==> src/design/rrts_pkg.sv <==
// ============================================================================
// rrts_pkg
// Shared types and codes for the round-robin thread slot scheduler: request
// modes, result status codes and the command/status bundles that pass
// between the controller and the datapath.
// ============================================================================
package rrts_pkg;

    localparam int MODE_W      = 3;
    localparam int CHAR_W      = 8;
    localparam int SLEEP_IN_W  = 32;
    localparam int SLOT_OUT_W  = 5;
    localparam int CNT_OUT_W   = 6;
    localparam int STATUS_W    = 2;
    localparam int IN_DATA_W   = 40;
    localparam int OUT_DATA_W  = 40;

    localparam logic [MODE_W-1:0] MODE_TICK   = 3'd0;
    localparam logic [MODE_W-1:0] MODE_CREATE = 3'd1;
    localparam logic [MODE_W-1:0] MODE_KILL   = 3'd2;
    localparam logic [MODE_W-1:0] MODE_WAIT   = 3'd3;
    localparam logic [MODE_W-1:0] MODE_CHAR   = 3'd4;

    localparam logic [STATUS_W-1:0] ST_OK         = 2'd0;
    localparam logic [STATUS_W-1:0] ST_NO_FREE    = 2'd1;
    localparam logic [STATUS_W-1:0] ST_NO_RUN     = 2'd2;
    localparam logic [STATUS_W-1:0] ST_NONE_WOKEN = 2'd3;

    typedef enum logic [4:0] {
        OP_NOP,
        OP_ACCEPT,
        OP_RD_RHEAD,
        OP_TICK_ADV,
        OP_CRT_CLEAR,
        OP_CRT_SCAN,
        OP_KILL_TAKE,
        OP_WAIT_TAKE,
        OP_RD_LINKS,
        OP_REM_CLR,
        OP_REM_LINK,
        OP_APP_ONE,
        OP_APP_TAIL,
        OP_APP_HEAD,
        OP_CHR_START,
        OP_CHR_STEP,
        OP_CHR_HIT,
        OP_FINISH
    } dp_op_t;

    typedef enum logic {
        RING_READY,
        RING_WAIT
    } ring_t;

    typedef struct packed {
        dp_op_t                op;
        ring_t                 ring;
        logic [STATUS_W-1:0]   st;
    } dp_cmd_t;

    typedef struct packed {
        logic [MODE_W-1:0] mode;
        logic              ready_zero;
        logic              ready_one;
        logic              wait_zero;
        logic              wait_one;
        logic              free_hit;
        logic              free_last;
        logic              sleep_zero;
        logic              walk_last;
        logic              out_busy;
    } dp_stat_t;

endpackage

==> src/design/rrts_ram.sv <==
// ============================================================================
// rrts_ram
// Generic single-write, single-read RAM with a registered read port.
// ============================================================================
module rrts_ram #(
    parameter int WIDTH = 8,
    parameter int DEPTH = 32
) (
    input  logic                     clk,
    input  logic                     we,
    input  logic [$clog2(DEPTH)-1:0] waddr,
    input  logic [WIDTH-1:0]         wdata,
    input  logic [$clog2(DEPTH)-1:0] raddr,
    output logic [WIDTH-1:0]         rdata
);

    logic [WIDTH-1:0] mem [DEPTH];

    always_ff @(posedge clk)
    begin
        if (we)
        begin
            mem[waddr] <= wdata;
        end
        rdata <= mem[raddr];
    end

endmodule

==> src/design/rrts_ctrl.sv <==
// ============================================================================
// rrts_ctrl
// Sequencer of the scheduler. It takes one request word, walks through the
// steps of the selected operation and hands each step to the datapath as a
// command.
// ============================================================================
module rrts_ctrl (
    input  logic              clk,
    input  logic              rst_n,
    input  logic              s_tvalid,
    output logic              s_tready,
    input  rrts_pkg::dp_stat_t stat,
    output rrts_pkg::dp_cmd_t  cmd
);
    import rrts_pkg::*;

    typedef enum logic [3:0] {
        S_IDLE,
        S_DISPATCH,
        S_TICK_ADV,
        S_CRT_SCAN,
        S_REM_RD,
        S_REM_WR,
        S_APP_CHK,
        S_APP_HEAD,
        S_CHR_WALK,
        S_DONE
    } state_t;

    state_t              state_reg, state_next;
    ring_t               ring_reg, ring_next;
    logic [STATUS_W-1:0] st_reg, st_next;
    dp_op_t              op;
    logic                sel_zero, sel_one;
    state_t              rem_state;
    ring_t               rem_ring;

    always_comb
    begin
        sel_zero = (ring_reg == RING_READY) ? stat.ready_zero : stat.wait_zero;
        sel_one  = (ring_reg == RING_READY) ? stat.ready_one  : stat.wait_one;

        // Where to go once a slot has left its ring.
        case (stat.mode)
            MODE_WAIT:
            begin
                rem_state = S_APP_CHK;
                rem_ring  = RING_WAIT;
            end
            MODE_CHAR:
            begin
                rem_state = S_APP_CHK;
                rem_ring  = RING_READY;
            end
            default:
            begin
                rem_state = S_DONE;
                rem_ring  = ring_reg;
            end
        endcase

        state_next = state_reg;
        ring_next  = ring_reg;
        st_next    = st_reg;
        op         = OP_NOP;

        case (state_reg)
            S_IDLE:
            begin
                if (s_tvalid)
                begin
                    op         = OP_ACCEPT;
                    st_next    = ST_OK;
                    state_next = S_DISPATCH;
                end
            end
            S_DISPATCH:
            begin
                case (stat.mode)
                    MODE_TICK:
                    begin
                        if (stat.ready_zero)
                        begin
                            st_next    = ST_NO_RUN;
                            state_next = S_DONE;
                        end
                        else if (stat.ready_one)
                        begin
                            state_next = S_DONE;
                        end
                        else
                        begin
                            op         = OP_RD_RHEAD;
                            state_next = S_TICK_ADV;
                        end
                    end
                    MODE_CREATE:
                    begin
                        op         = OP_CRT_CLEAR;
                        state_next = S_CRT_SCAN;
                    end
                    MODE_KILL, MODE_WAIT:
                    begin
                        if (stat.ready_zero)
                        begin
                            st_next    = ST_NO_RUN;
                            state_next = S_DONE;
                        end
                        else
                        begin
                            op         = (stat.mode == MODE_KILL) ? OP_KILL_TAKE : OP_WAIT_TAKE;
                            ring_next  = RING_READY;
                            state_next = S_REM_RD;
                        end
                    end
                    MODE_CHAR:
                    begin
                        if (stat.wait_zero)
                        begin
                            st_next    = ST_NONE_WOKEN;
                            state_next = S_DONE;
                        end
                        else
                        begin
                            op         = OP_CHR_START;
                            state_next = S_CHR_WALK;
                        end
                    end
                    default:
                    begin
                        state_next = S_DONE;
                    end
                endcase
            end
            S_TICK_ADV:
            begin
                op         = OP_TICK_ADV;
                state_next = S_DONE;
            end
            S_CRT_SCAN:
            begin
                op = OP_CRT_SCAN;
                if (stat.free_hit)
                begin
                    ring_next  = RING_READY;
                    state_next = S_APP_CHK;
                end
                else if (stat.free_last)
                begin
                    st_next    = ST_NO_FREE;
                    state_next = S_DONE;
                end
            end
            S_REM_RD:
            begin
                if (sel_one)
                begin
                    op         = OP_REM_CLR;
                    ring_next  = rem_ring;
                    state_next = rem_state;
                end
                else
                begin
                    op         = OP_RD_LINKS;
                    state_next = S_REM_WR;
                end
            end
            S_REM_WR:
            begin
                op         = OP_REM_LINK;
                ring_next  = rem_ring;
                state_next = rem_state;
            end
            S_APP_CHK:
            begin
                if (sel_zero)
                begin
                    op         = OP_APP_ONE;
                    state_next = S_DONE;
                end
                else
                begin
                    op         = OP_APP_TAIL;
                    state_next = S_APP_HEAD;
                end
            end
            S_APP_HEAD:
            begin
                op         = OP_APP_HEAD;
                state_next = S_DONE;
            end
            S_CHR_WALK:
            begin
                if (stat.sleep_zero)
                begin
                    op         = OP_CHR_HIT;
                    ring_next  = RING_WAIT;
                    state_next = S_REM_RD;
                end
                else if (stat.walk_last)
                begin
                    st_next    = ST_NONE_WOKEN;
                    state_next = S_DONE;
                end
                else
                begin
                    op = OP_CHR_STEP;
                end
            end
            S_DONE:
            begin
                if (!stat.out_busy)
                begin
                    op         = OP_FINISH;
                    state_next = S_IDLE;
                end
            end
            default:
            begin
                state_next = S_IDLE;
            end
        endcase
    end

    always_ff @(posedge clk or negedge rst_n)
    begin
        if (!rst_n)
        begin
            state_reg <= S_IDLE;
            ring_reg  <= RING_READY;
            st_reg    <= ST_OK;
        end
        else
        begin
            state_reg <= state_next;
            ring_reg  <= ring_next;
            st_reg    <= st_next;
        end
    end

    assign s_tready = (state_reg == S_IDLE);
    assign cmd      = '{op: op, ring: ring_reg, st: st_reg};

endmodule

==> src/design/rrts_dp.sv <==
// ============================================================================
// rrts_dp
// Datapath of the scheduler: slot busy flags, ring heads, tails and counts,
// the link and sleep RAMs, scan counter and the result word register.
// ============================================================================
module rrts_dp #(
    parameter int SLOT_COUNT = 32,
    parameter int SLEEP_BITS = 32
) (
    input  logic                                 clk,
    input  logic                                 rst_n,
    input  rrts_pkg::dp_cmd_t                    cmd,
    output rrts_pkg::dp_stat_t                   stat,
    input  logic [rrts_pkg::MODE_W-1:0]          s_tuser,
    input  logic [rrts_pkg::IN_DATA_W-1:0]       s_tdata,
    input  logic                                 m_tready,
    output logic                                 m_tvalid,
    output logic [rrts_pkg::OUT_DATA_W-1:0]      m_tdata
);
    import rrts_pkg::*;

    localparam int SLOT_W = $clog2(SLOT_COUNT);
    localparam int CNT_W  = $clog2(SLOT_COUNT + 1);
    localparam int SUM_W  = CNT_W + 1;

    // Ring registers.
    logic [SLOT_W-1:0]     r_head_reg, r_head_next, r_tail_reg, r_tail_next;
    logic [CNT_W-1:0]      r_cnt_reg, r_cnt_next;
    logic [SLOT_W-1:0]     w_head_reg, w_head_next, w_tail_reg, w_tail_next;
    logic [CNT_W-1:0]      w_cnt_reg, w_cnt_next;
    logic [SLOT_COUNT-1:0] busy_reg, busy_next;
    logic                  m_tvalid_reg, m_tvalid_next;

    // Working and result registers.
    logic [SLOT_W-1:0]     cur_slot_reg, cur_slot_next;
    logic [SLOT_W-1:0]     idx_reg, idx_next;
    logic [MODE_W-1:0]     mode_reg, mode_next;
    logic [SLEEP_BITS-1:0] sv_reg, sv_next;
    logic [CHAR_W-1:0]     ch_reg, ch_next;
    logic [SLOT_OUT_W-1:0] created_reg, created_next;
    logic [SLOT_OUT_W-1:0] woken_reg, woken_next;
    logic [CHAR_W-1:0]     wchar_reg, wchar_next;
    logic [OUT_DATA_W-1:0] m_tdata_reg, m_tdata_next;

    // Selected ring view.
    logic [SLOT_W-1:0]     sel_head, sel_tail, rg_head, rg_tail;
    logic [CNT_W-1:0]      sel_cnt, rg_cnt;
    logic                  ring_upd;

    // RAM ports.
    logic                  nl_we, pl_we, sl_we;
    logic [SLOT_W-1:0]     nl_waddr, pl_waddr, sl_waddr;
    logic [SLOT_W-1:0]     nl_wdata, pl_wdata;
    logic [SLEEP_BITS-1:0] sl_wdata;
    logic [SLOT_W-1:0]     nl_raddr, pl_raddr, sl_raddr;
    logic [SLOT_W-1:0]     nl_rdata, pl_rdata;
    logic [SLEEP_BITS-1:0] sl_rdata;

    logic [SLOT_OUT_W-1:0] run_slot;

    rrts_ram #(.WIDTH(SLOT_W), .DEPTH(SLOT_COUNT)) u_next_link (
        .clk   (clk),
        .we    (nl_we),
        .waddr (nl_waddr),
        .wdata (nl_wdata),
        .raddr (nl_raddr),
        .rdata (nl_rdata)
    );

    rrts_ram #(.WIDTH(SLOT_W), .DEPTH(SLOT_COUNT)) u_prev_link (
        .clk   (clk),
        .we    (pl_we),
        .waddr (pl_waddr),
        .wdata (pl_wdata),
        .raddr (pl_raddr),
        .rdata (pl_rdata)
    );

    rrts_ram #(.WIDTH(SLEEP_BITS), .DEPTH(SLOT_COUNT)) u_sleep (
        .clk   (clk),
        .we    (sl_we),
        .waddr (sl_waddr),
        .wdata (sl_wdata),
        .raddr (sl_raddr),
        .rdata (sl_rdata)
    );

    always_comb
    begin
        stat.mode       = mode_reg;
        stat.ready_zero = (r_cnt_reg == '0);
        stat.ready_one  = (r_cnt_reg == CNT_W'(1));
        stat.wait_zero  = (w_cnt_reg == '0);
        stat.wait_one   = (w_cnt_reg == CNT_W'(1));
        stat.free_hit   = !busy_reg[idx_reg];
        stat.free_last  = (idx_reg == SLOT_W'(SLOT_COUNT - 1));
        stat.sleep_zero = (sl_rdata == '0);
        stat.walk_last  = ((CNT_W'(idx_reg) + CNT_W'(1)) == w_cnt_reg);
        stat.out_busy   = m_tvalid_reg && !m_tready;
    end

    assign run_slot = (r_cnt_reg != '0) ? SLOT_OUT_W'(r_head_reg) : '0;

    always_comb
    begin
        r_head_next   = r_head_reg;
        r_tail_next   = r_tail_reg;
        r_cnt_next    = r_cnt_reg;
        w_head_next   = w_head_reg;
        w_tail_next   = w_tail_reg;
        w_cnt_next    = w_cnt_reg;
        busy_next     = busy_reg;
        cur_slot_next = cur_slot_reg;
        idx_next      = idx_reg;
        mode_next     = mode_reg;
        sv_next       = sv_reg;
        ch_next       = ch_reg;
        created_next  = created_reg;
        woken_next    = woken_reg;
        wchar_next    = wchar_reg;
        m_tdata_next  = m_tdata_reg;
        m_tvalid_next = m_tvalid_reg && !m_tready;

        sel_head = (cmd.ring == RING_READY) ? r_head_reg : w_head_reg;
        sel_tail = (cmd.ring == RING_READY) ? r_tail_reg : w_tail_reg;
        sel_cnt  = (cmd.ring == RING_READY) ? r_cnt_reg  : w_cnt_reg;
        rg_head  = sel_head;
        rg_tail  = sel_tail;
        rg_cnt   = sel_cnt;
        ring_upd = 1'b0;

        nl_we    = 1'b0;
        pl_we    = 1'b0;
        sl_we    = 1'b0;
        nl_waddr = cur_slot_reg;
        pl_waddr = cur_slot_reg;
        sl_waddr = cur_slot_reg;
        nl_wdata = cur_slot_reg;
        pl_wdata = cur_slot_reg;
        sl_wdata = '0;
        nl_raddr = cur_slot_reg;
        pl_raddr = cur_slot_reg;
        sl_raddr = cur_slot_reg;

        case (cmd.op)
            OP_ACCEPT:
            begin
                mode_next    = s_tuser;
                sv_next      = SLEEP_BITS'(s_tdata[SLEEP_IN_W-1:0]);
                ch_next      = s_tdata[SLEEP_IN_W +: CHAR_W];
                created_next = '0;
                woken_next   = '0;
                wchar_next   = '0;
            end
            OP_RD_RHEAD:
            begin
                nl_raddr = r_head_reg;
            end
            OP_TICK_ADV:
            begin
                // The old head becomes the tail of the rotated ring.
                r_tail_next = r_head_reg;
                r_head_next = nl_rdata;
            end
            OP_CRT_CLEAR:
            begin
                idx_next = '0;
            end
            OP_CRT_SCAN:
            begin
                idx_next = idx_reg + SLOT_W'(1);
                if (!busy_reg[idx_reg])
                begin
                    cur_slot_next      = idx_reg;
                    busy_next[idx_reg] = 1'b1;
                    sl_we              = 1'b1;
                    sl_waddr           = idx_reg;
                    sl_wdata           = '0;
                    created_next       = SLOT_OUT_W'(idx_reg);
                end
            end
            OP_KILL_TAKE:
            begin
                cur_slot_next         = r_head_reg;
                busy_next[r_head_reg] = 1'b0;
            end
            OP_WAIT_TAKE:
            begin
                cur_slot_next = r_head_reg;
                sl_we         = 1'b1;
                sl_waddr      = r_head_reg;
                sl_wdata      = sv_reg;
            end
            OP_RD_LINKS:
            begin
                nl_raddr = cur_slot_reg;
                pl_raddr = cur_slot_reg;
            end
            OP_REM_CLR:
            begin
                ring_upd = 1'b1;
                rg_head  = '0;
                rg_tail  = '0;
                rg_cnt   = '0;
            end
            OP_REM_LINK:
            begin
                // Neighbors of the leaving slot are on the link read ports.
                pl_we    = 1'b1;
                pl_waddr = nl_rdata;
                pl_wdata = pl_rdata;
                nl_we    = 1'b1;
                nl_waddr = pl_rdata;
                nl_wdata = nl_rdata;
                ring_upd = 1'b1;
                if (sel_head == cur_slot_reg)
                begin
                    rg_head = nl_rdata;
                end
                if ((sel_head == cur_slot_reg) || (nl_rdata == sel_head))
                begin
                    rg_tail = pl_rdata;
                end
                rg_cnt = sel_cnt - CNT_W'(1);
            end
            OP_APP_ONE:
            begin
                nl_we    = 1'b1;
                pl_we    = 1'b1;
                ring_upd = 1'b1;
                rg_head  = cur_slot_reg;
                rg_tail  = cur_slot_reg;
                rg_cnt   = sel_cnt + CNT_W'(1);
            end
            OP_APP_TAIL:
            begin
                nl_we    = 1'b1;
                nl_waddr = sel_tail;
                nl_wdata = cur_slot_reg;
                pl_we    = 1'b1;
                pl_waddr = cur_slot_reg;
                pl_wdata = sel_tail;
            end
            OP_APP_HEAD:
            begin
                nl_we    = 1'b1;
                nl_waddr = cur_slot_reg;
                nl_wdata = sel_head;
                pl_we    = 1'b1;
                pl_waddr = sel_head;
                pl_wdata = cur_slot_reg;
                ring_upd = 1'b1;
                rg_tail  = cur_slot_reg;
                rg_cnt   = sel_cnt + CNT_W'(1);
            end
            OP_CHR_START:
            begin
                nl_raddr      = w_head_reg;
                sl_raddr      = w_head_reg;
                cur_slot_next = w_head_reg;
                idx_next      = '0;
            end
            OP_CHR_STEP:
            begin
                // Follow the link that was read along with the sleep value.
                nl_raddr      = nl_rdata;
                sl_raddr      = nl_rdata;
                cur_slot_next = nl_rdata;
                idx_next      = idx_reg + SLOT_W'(1);
            end
            OP_CHR_HIT:
            begin
                sl_we      = 1'b1;
                sl_wdata   = '0;
                woken_next = SLOT_OUT_W'(cur_slot_reg);
                wchar_next = ch_reg;
            end
            OP_FINISH:
            begin
                m_tvalid_next = 1'b1;
                m_tdata_next  = {2'b00, cmd.st,
                                 CNT_OUT_W'(w_cnt_reg), CNT_OUT_W'(r_cnt_reg),
                                 wchar_reg, woken_reg, created_reg,
                                 (r_cnt_reg != '0), run_slot};
            end
            default:
            begin
            end
        endcase

        if (ring_upd)
        begin
            if (cmd.ring == RING_READY)
            begin
                r_head_next = rg_head;
                r_tail_next = rg_tail;
                r_cnt_next  = rg_cnt;
            end
            else
            begin
                w_head_next = rg_head;
                w_tail_next = rg_tail;
                w_cnt_next  = rg_cnt;
            end
        end
    end

    always_ff @(posedge clk or negedge rst_n)
    begin
        if (!rst_n)
        begin
            r_head_reg   <= '0;
            r_tail_reg   <= '0;
            r_cnt_reg    <= '0;
            w_head_reg   <= '0;
            w_tail_reg   <= '0;
            w_cnt_reg    <= '0;
            busy_reg     <= '0;
            m_tvalid_reg <= 1'b0;
        end
        else
        begin
            r_head_reg   <= r_head_next;
            r_tail_reg   <= r_tail_next;
            r_cnt_reg    <= r_cnt_next;
            w_head_reg   <= w_head_next;
            w_tail_reg   <= w_tail_next;
            w_cnt_reg    <= w_cnt_next;
            busy_reg     <= busy_next;
            m_tvalid_reg <= m_tvalid_next;
        end
    end

    always_ff @(posedge clk)
    begin
        cur_slot_reg <= cur_slot_next;
        idx_reg      <= idx_next;
        mode_reg     <= mode_next;
        sv_reg       <= sv_next;
        ch_reg       <= ch_next;
        created_reg  <= created_next;
        woken_reg    <= woken_next;
        wchar_reg    <= wchar_next;
        m_tdata_reg  <= m_tdata_next;
    end

    assign m_tvalid = m_tvalid_reg;
    assign m_tdata  = m_tdata_reg;

    // A slot lives in at most one ring, so the two counts never exceed the pool.
    a_count_sum: assert property (@(posedge clk) disable iff (!rst_n)
        ((SUM_W'(r_cnt_reg) + SUM_W'(w_cnt_reg)) <= SUM_W'(SLOT_COUNT)))
        else $error("ring counts exceed the slot pool");

    a_ready_single: assert property (@(posedge clk) disable iff (!rst_n)
        (r_cnt_reg <= CNT_W'(1)) |-> (r_head_reg == r_tail_reg))
        else $error("ready ring of one slot has head and tail apart");

    a_wait_single: assert property (@(posedge clk) disable iff (!rst_n)
        (w_cnt_reg <= CNT_W'(1)) |-> (w_head_reg == w_tail_reg))
        else $error("waiting ring of one slot has head and tail apart");

    a_create_busy: assert property (@(posedge clk) disable iff (!rst_n)
        ((cmd.op == OP_CRT_SCAN) && stat.free_hit) |=> busy_reg[cur_slot_reg])
        else $error("created slot not marked busy");

    a_finish_free: assert property (@(posedge clk) disable iff (!rst_n)
        (cmd.op == OP_FINISH) |-> !(m_tvalid_reg && !m_tready))
        else $error("result word overwritten while stalled");

endmodule

==> src/design/round_robin_thread_slot_scheduler.sv <==
// ============================================================================
// round_robin_thread_slot_scheduler
// Thread slot manager with a circular ready ring and a waiting ring.
// ============================================================================
// Usage:
//   Request words enter on the s_ channel: s_tuser carries the operation
//   (tick, create, kill, wait, character) and s_tdata the sleep value and
//   the received character. Each request yields exactly one result word on
//   the m_ channel with the running slot, created and woken slots, the ring
//   counts and a status code.
//   Requests are handled one at a time. Create runs a free-slot scan that
//   tests one busy flag per cycle. A character runs a walk of the waiting
//   ring that reads one sleep value and link per cycle from the RAMs. Once
//   the result is raised, the controller returns to idle and takes the next
//   request.
//   The result sits in an output register, so a new request is accepted while
//   the previous result still waits; a stalled m_tready holds the result and
//   stops the following request only at its final step.
//   Reset clears all busy flags and both rings; no thread runs afterwards.
// ============================================================================
module round_robin_thread_slot_scheduler #(
    parameter int SLOT_COUNT = 32,
    parameter int SLEEP_BITS = 32
) (
    input  logic                                clk,
    input  logic                                rst_n,
    input  logic                                s_tvalid,
    output logic                                s_tready,
    // s_tdata: sleep_value[31:0], in_char[39:32]
    input  logic [rrts_pkg::IN_DATA_W-1:0]      s_tdata,
    // s_tuser: mode[2:0]
    input  logic [rrts_pkg::MODE_W-1:0]         s_tuser,
    output logic                                m_tvalid,
    input  logic                                m_tready,
    // m_tdata: running_slot[4:0], running_valid[5], created_slot[10:6],
    //          woken_slot[15:11], woken_char[23:16], ready_total[29:24],
    //          waiting_total[35:30], status[37:36], zero[39:38]
    output logic [rrts_pkg::OUT_DATA_W-1:0]     m_tdata
);
    import rrts_pkg::*;

    dp_cmd_t  cmd;
    dp_stat_t stat;

    rrts_ctrl u_ctrl (
        .clk      (clk),
        .rst_n    (rst_n),
        .s_tvalid (s_tvalid),
        .s_tready (s_tready),
        .stat     (stat),
        .cmd      (cmd)
    );

    rrts_dp #(
        .SLOT_COUNT (SLOT_COUNT),
        .SLEEP_BITS (SLEEP_BITS)
    ) u_dp (
        .clk      (clk),
        .rst_n    (rst_n),
        .cmd      (cmd),
        .stat     (stat),
        .s_tuser  (s_tuser),
        .s_tdata  (s_tdata),
        .m_tready (m_tready),
        .m_tvalid (m_tvalid),
        .m_tdata  (m_tdata)
    );

endmodule
==> config.mk <==
export PLATFORM = sky130hd
export DESIGN_NAME = round_robin_thread_slot_scheduler
export DESIGN_NICKNAME = d
export VERILOG_FILES = /design/src/design/rrts_pkg.sv /design/src/design/rrts_ram.sv /design/src/design/rrts_ctrl.sv /design/src/design/rrts_dp.sv /design/src/design/round_robin_thread_slot_scheduler.sv
export SDC_FILE = /design/constraint.sdc
export NUM_CORES = 2
export LEC_CHECK = 0
export CORE_UTILIZATION = 57
export CTS_BUF_LIST = sky130_fd_sc_hd__clkbuf_4
export DETAILED_ROUTE_END_ITERATION = 12
export DONT_BUFFER_PORTS = 1
export PLACE_DENSITY_LB_ADDON = 0.25
export SLEW_MARGIN = 10
export SYNTH_ARGS = -nofsm -noshare
export SYNTH_HDL_FRONTEND = slang
export SYNTH_HIERARCHICAL = 1
export SYNTH_SLANG_ARGS = --single-unit
==> constraint.sdc <==
create_clock -name clk -period 6.3 [get_ports clk]
set_input_delay 1.26 -clock clk [delete_from_list [all_inputs] [get_ports clk]]
set_output_delay 1.26 -clock clk [all_outputs]
set_load 0.005 [all_outputs]
# --- Word-level counts from Yosys, hierarchy flattened ---
# Memory sizes are Yosys's and may differ from the RTL's. A register that Yosys moved wholly into a read port is not among the register bits.
# Index checks and enable logic that the tools add are counted.
word_totals:
  n_memories: 3
  register_bits: 181
  ramBits: 1344
classes:
  reduce_logical: 36
  magnitude_cmp: 4
  muxes: 90
  eq_ne: 52
  bitwise: 4
  n_addsub: 4
mem_list:
  columns: ["name", "words", "width", "rd", "rd_ports_with_merged_regs", "write_ports", "line_no", "rtl"]
  rows:
  - ["u_dp.u_sleep.mem", 32, 32, 1, 1, 1, "rrts_ram.sv:17", "logic [WIDTH-1:0] mem [DEPTH];"]
  - ["u_dp.u_next_link.mem", 32, 5, 1, 1, 1, "rrts_ram.sv:17", null]
  - ["u_dp.u_prev_link.mem", 32, 5, 1, 1, 1, "rrts_ram.sv:17", null]
ops:
  columns: ["cell", "n"]
  rows:
  - ["$mux 5", 16]
  - ["$pmux 5 s2", 7]
  - ["$mux 32", 2]
  - ["$pmux 32 s2", 1]
  - ["$mux 4", 14]
  - ["$pmux 5 s10", 1]
  - ["$pmux 5 s3", 3]
  - ["$pmux 5 s4", 2]
  - ["$pmux 4 s9", 1]
  - ["$eq 5x4->1 const B", 7]
  - ["$and 32x32->32", 1]
  - ["$logic_not 32->1", 1]
  - ["$not 32->32", 1]
  - ["$or 32x32->32", 1]
  - ["$mux 1", 22]
  - ["$eq 5x3->1 const B", 4]
  - ["$ne 2x2->1 const B", 10]
  - ["$pmux 6 s3", 1]
  - ["$eq 4x3->1 const B", 4]
  - ["$mux 2", 8]
  - ["$pmux 4 s4", 1]
  - ["$pmux 8 s2", 1]
  - ["$reduce_or 2->1", 8]
  - ["$eq 5x5->1 const B", 3]
  - ["other kinds (45)", 70]

# --- Logic depth before layout (Yosys ltp) ---
depth:
  word_depth: 10
  ltp_mapped: 23

# --- By module ---
# The synthesis kept the hierarchy.
modules_own_cells:
  columns: ["module", "instances", "seq_area_each_um2", "cells_per_inst", "area_each_um2"]
  rows:
  - ["rrts_ram (u_dp.u_sleep)", 1, 31390.1, 2260, 40485.1]
  - ["rrts_ram (u_dp.u_next_link ...)", 2, 4904.7, 277, 6344.8]
  - ["rrts_dp", 1, 4899.7, 776, 8804.7]
  - ["rrts_ctrl", 1, 175.2, 135, 1001.0]

# --- Worst setup path before layout ---
# OpenSTA, ideal clock, no wires.
synth_timing:
  path_kind: "register to register"
  startpoint: "register u_dp.r_cnt_reg[4]"
  endpoint: "memory u_dp/u_sleep/mem[19][0] in the netlist's numbering (enable)"
  n_path_buf: 2
  slack_ns: 0.159
  t_arrival_ns: 5.720
  synth_period_minus_slack_ns: 6.141
  stages_incl_launch_ff: 17
  setup_ns: 0.421
  cell_sequence: "dfrtp_1 -> or4_1 -> nor3_1 -> mux2i_1 -> and2_1 -> or3_1 -> nand4_1 -> nand2b_1 -> buf_2 -> or3b_1 -> buf_2 -> nor2_8 -> and2_1 -> nand2_1 -> o311ai_0 -> or3b_2 -> nor2_1"
synth_lines:
  columns: ["element", "line_no", "rtl"]
  rows:
  - ["start: declaration", "rrts_dp.sv:28", "logic [CNT_W-1:0] r_cnt_reg, r_cnt_next;"]
  - ["start signal: assignment", "rrts_dp.sv:325", "r_cnt_reg <= r_cnt_next;"]
  - ["end: declaration", "rrts_ram.sv:17", null]

==> results.cfg <==
[run_status]
status = finished, final reports clean

[yosys]
yosysUniqueCellTypes = 85
ys_async_sr_fraction_pct = 4.59
synth_edf_count = 1453
synth-seq-cells = 1567
synth_common_cells = edfxtp_1 (1453), mux2i_1 (543), nand2_1 (196), nor2_1 (155)
yosysTopAreaCell = edfxtp_1
synthCells = 3725
syn_area_um2 = 63000
synth_top_area_share_pct = 69.3
synth_seq_area_share_pct = 73.5
ys.flop_type = edfxtp_1
ys_warn_count = 6
synth_area_leaders = edfxtp_1 (69%), mux2i_1 (8.6%), mux4_2 (3.6%), dfrtp_1 (2.9%), dfxtp_1 (1.3%)
synth.avg_cell_area_um2 = 16.9
synth.most_common_cell = edfxtp_1

[pwr]
power.density_nw_per_um2 = 524
sequentialPowerShare_pct = 38.1
switching_share_pct = 37.2
comb_power_share_pct = 39.6
clkPwrFrac_pct = 22.3
p_sw_mw = 13.8
intPower_mw = 23.3
ir_worst_vdd_mv = 0.426
p_leak_nw = 26.2

[cells_and_area]
regArea_um2 = 46300
area_growth_pct = 12.6
fin_nets = 4183
multiInputGateArea_um2 = 15800
layout-drive-gt1-share_pct = 22.8
largest_register_ffs = 1024
stdcell_area_um2 = 70900
fill_cells = 7589
reg_top3 = u_dp/u_sleep/mem: 1024 flops, u_dp/u_next_link/mem: 160 flops, u_dp/u_prev_link/mem: 160 flops
stdcell_count = 5890
top_register = u_dp/u_sleep/mem

[timing]
drv_slew = 0
finalSetupTns_ns = 0
skew_ns = 0.140
worstMarginPinSlew_ns = 1.21
fmax_mhz = 163
grt_setup_unrepaired = no
hold_slack_ns = 0.134
finalCritPeriodShare_pct = 97.1
max_slew_margin_pct = 17.8
final_hold_viol_count = 0
period_minus_slack_ns = 6.12
setup_viol = 0

[clock_tree]
cts_setup_buffers = 0
cts_inserted_buffers = 397
cts_tree = built
cts.sinks = 1567
insertion_delay_ns = 1.28
path_clk_slew_ns = 0.06
cts-root-buf = clkbuf_4
cts_max_level = 5
clock_path_buffers = 4
ctsHoldBuffers = 37
cts_resized = 0

[floorplan]
ios = 89
row_count = 121
die-area_um2 = 112000
dieWidth_um = 334
start_util_pct = 57.7
coreArea_um2 = 109000
fp.dieH_um = 334

[critical_path]
cp-start-kind = register
required_ns = 7.11
cp-startpoint = u_dp/idx_reg[1]
critPathSlowestCell = or4_1
critPathMaxFanout = 13
r2r-start = u_dp/idx_reg[1]
cp.arrival_ns = 6.93
critPathCapture = u_dp/u_next_link/mem[11][4]
path_class = register to register
r2r_cells = 14
cp_cell_sequence = ha_1, and3_1, ha_1, xnor2_1, nand3_1, nor3_1, or4_1, o311ai_1, nand2_1, or4_1, and2_0, a221o_1, or3b_2, nor2_1
slowest_delay_ns = 0.65
r2r_slack_ns = 0.18
r2r_end = u_dp/u_next_link/mem[11][4]
end_kind = register

[route]
viasPerCell = 6.13
ant_nets = 0
vias = 36100
drc = 0
dr.pass1.iters = 8
drt-total-wl_um = 149000
wl_per_cell_um = 25.3
drt_iter0_drc = 3672

[global_route]
first_global_vias = 35800
grt_overflow_total = 0
grt_pass1_wl_um = 221000
antenna_found_initial = 3
grt.total_usage_pct = 26.7
grt_max_degree = 81

[placement]
gp_congestion = 0.877
postPlaceCellArea_um2 = 65600
placed_cells = 5167
dp_hpwl_um = 87600
port_buffers = 0

[run]
cap_violations = 0

[min_path]
hold_path_class = primary input to register
hold_depth = 0
-- layout make-up --
class	instances	area share [%]
Clock buffer	593	6.28
Clock inverter	87	0.605
Sequential cell	1567	65.3
Inverter	19	0.101
Timing Repair Buffer	216	2.85
Tap cell	1476	2.61
Multi-Input combinational cell	1926	22.3
Antenna cell	6	0.0212
-- metrics by stage --
stage	util, %	worst slack [ns]	total power [mW]
6_report	64.9	0.181	37.1
5_1_grt	64.9	0.00122	38.8
4_1_cts	64.9	0.317	37.2
3_5_place_dp	60.1	0.353	28.9
3_3_place_gp	60.1	0.456	28.6
2_1_floorplan	-	0.159	24.0
-- power by group through the flow --
stage               Clock [mW]  Sequential (mW)  Combinational (mW)
floorplan                    0             14.0                10.0
global placement             0             14.3                14.3
detailed placement           0             14.3                14.5
CTS                       8.45             14.1                14.6
global route              8.97             14.2                15.6
finish                    8.27             14.1                14.7
-- cell families (layout without fill, tap and decap cells) --
group | Yosys count | after routing | synth area share, %
AO/OA/AOI/OAI | 486 | 486 | 5.34
XOR/XNOR | 21 | 21 | 0.292
adder cells (fa/ha/maj) | 9 | 9 | 0.191
buffers and inverters | 233 | 915 | 1.97
flip-flops | 1567 | 1567 | 73.5
multiplexers | 687 | 687 | 13.1
other | 1 | 8 | 0.00595
AND/OR/NAND/NOR | 721 | 721 | 5.66
-- layout by cell type (no fill, tap or decap), types with 36 or more instances in the layout --
| cell type | instances |
|---|---|
| a21oi_1 | 119 |
| a22o_1 | 73 |
| a22oi_1 | 105 |
| and3_1 | 38 |
| buf_4 | 156 |
| clkbuf_4 | 593 |
| clkinv_1 | 72 |
| dfrtp_1 | 72 |
| dfxtp_1 | 42 |
| dlygate4sd3_1 | 36 |
| edfxtp_1 | 1453 |
| mux2_2 | 36 |
| mux2i_1 | 543 |
| mux4_2 | 102 |
| nand2_1 | 194 |
| nand3_1 | 119 |
| nor2_1 | 122 |
| nor3_1 | 50 |
| o21ai_0 | 54 |
-- worst min-delay path by stage --
stage                                    from                to  slack [ns]
after global routing               s_tdata[3]    u_dp/sv_reg[3]        0.04
final                              s_tdata[3]    u_dp/sv_reg[3]        0.13
after global placement      u_dp/woken_reg[4]  u_dp/m_tdata[15]        0.40
after CTS                          s_tdata[5]    u_dp/sv_reg[5]       0.006
after floorplan           u_dp/created_reg[4]  u_dp/m_tdata[10]        0.40
after detailed placement    u_dp/woken_reg[3]  u_dp/m_tdata[14]        0.40
-- per-layer routing --
metal	GRT usage (%)	up-vias	part of all wire, %
met5	0	-	0.0087
met3	5.09	316	8.9
met1	37.4	18100	41
met4	10.4	2	2.7
li1	-	15800	-
met2	41.8	1852	48
-- worst max-delay path: cells and delay by family (launching register included) --
| kind | cells | cell delay, ns |
|---|---|---|
| flip-flops | 1 | 0.58 |
| XOR/XNOR | 1 | 0.13 |
| AND/OR/NAND/NOR | 9 | 3.47 |
| adder cells (fa/ha/maj) | 2 | 0.65 |
| AO/OA/AOI/OAI | 2 | 0.90 |
No activity file was read; power rests on OpenSTA's default activity.
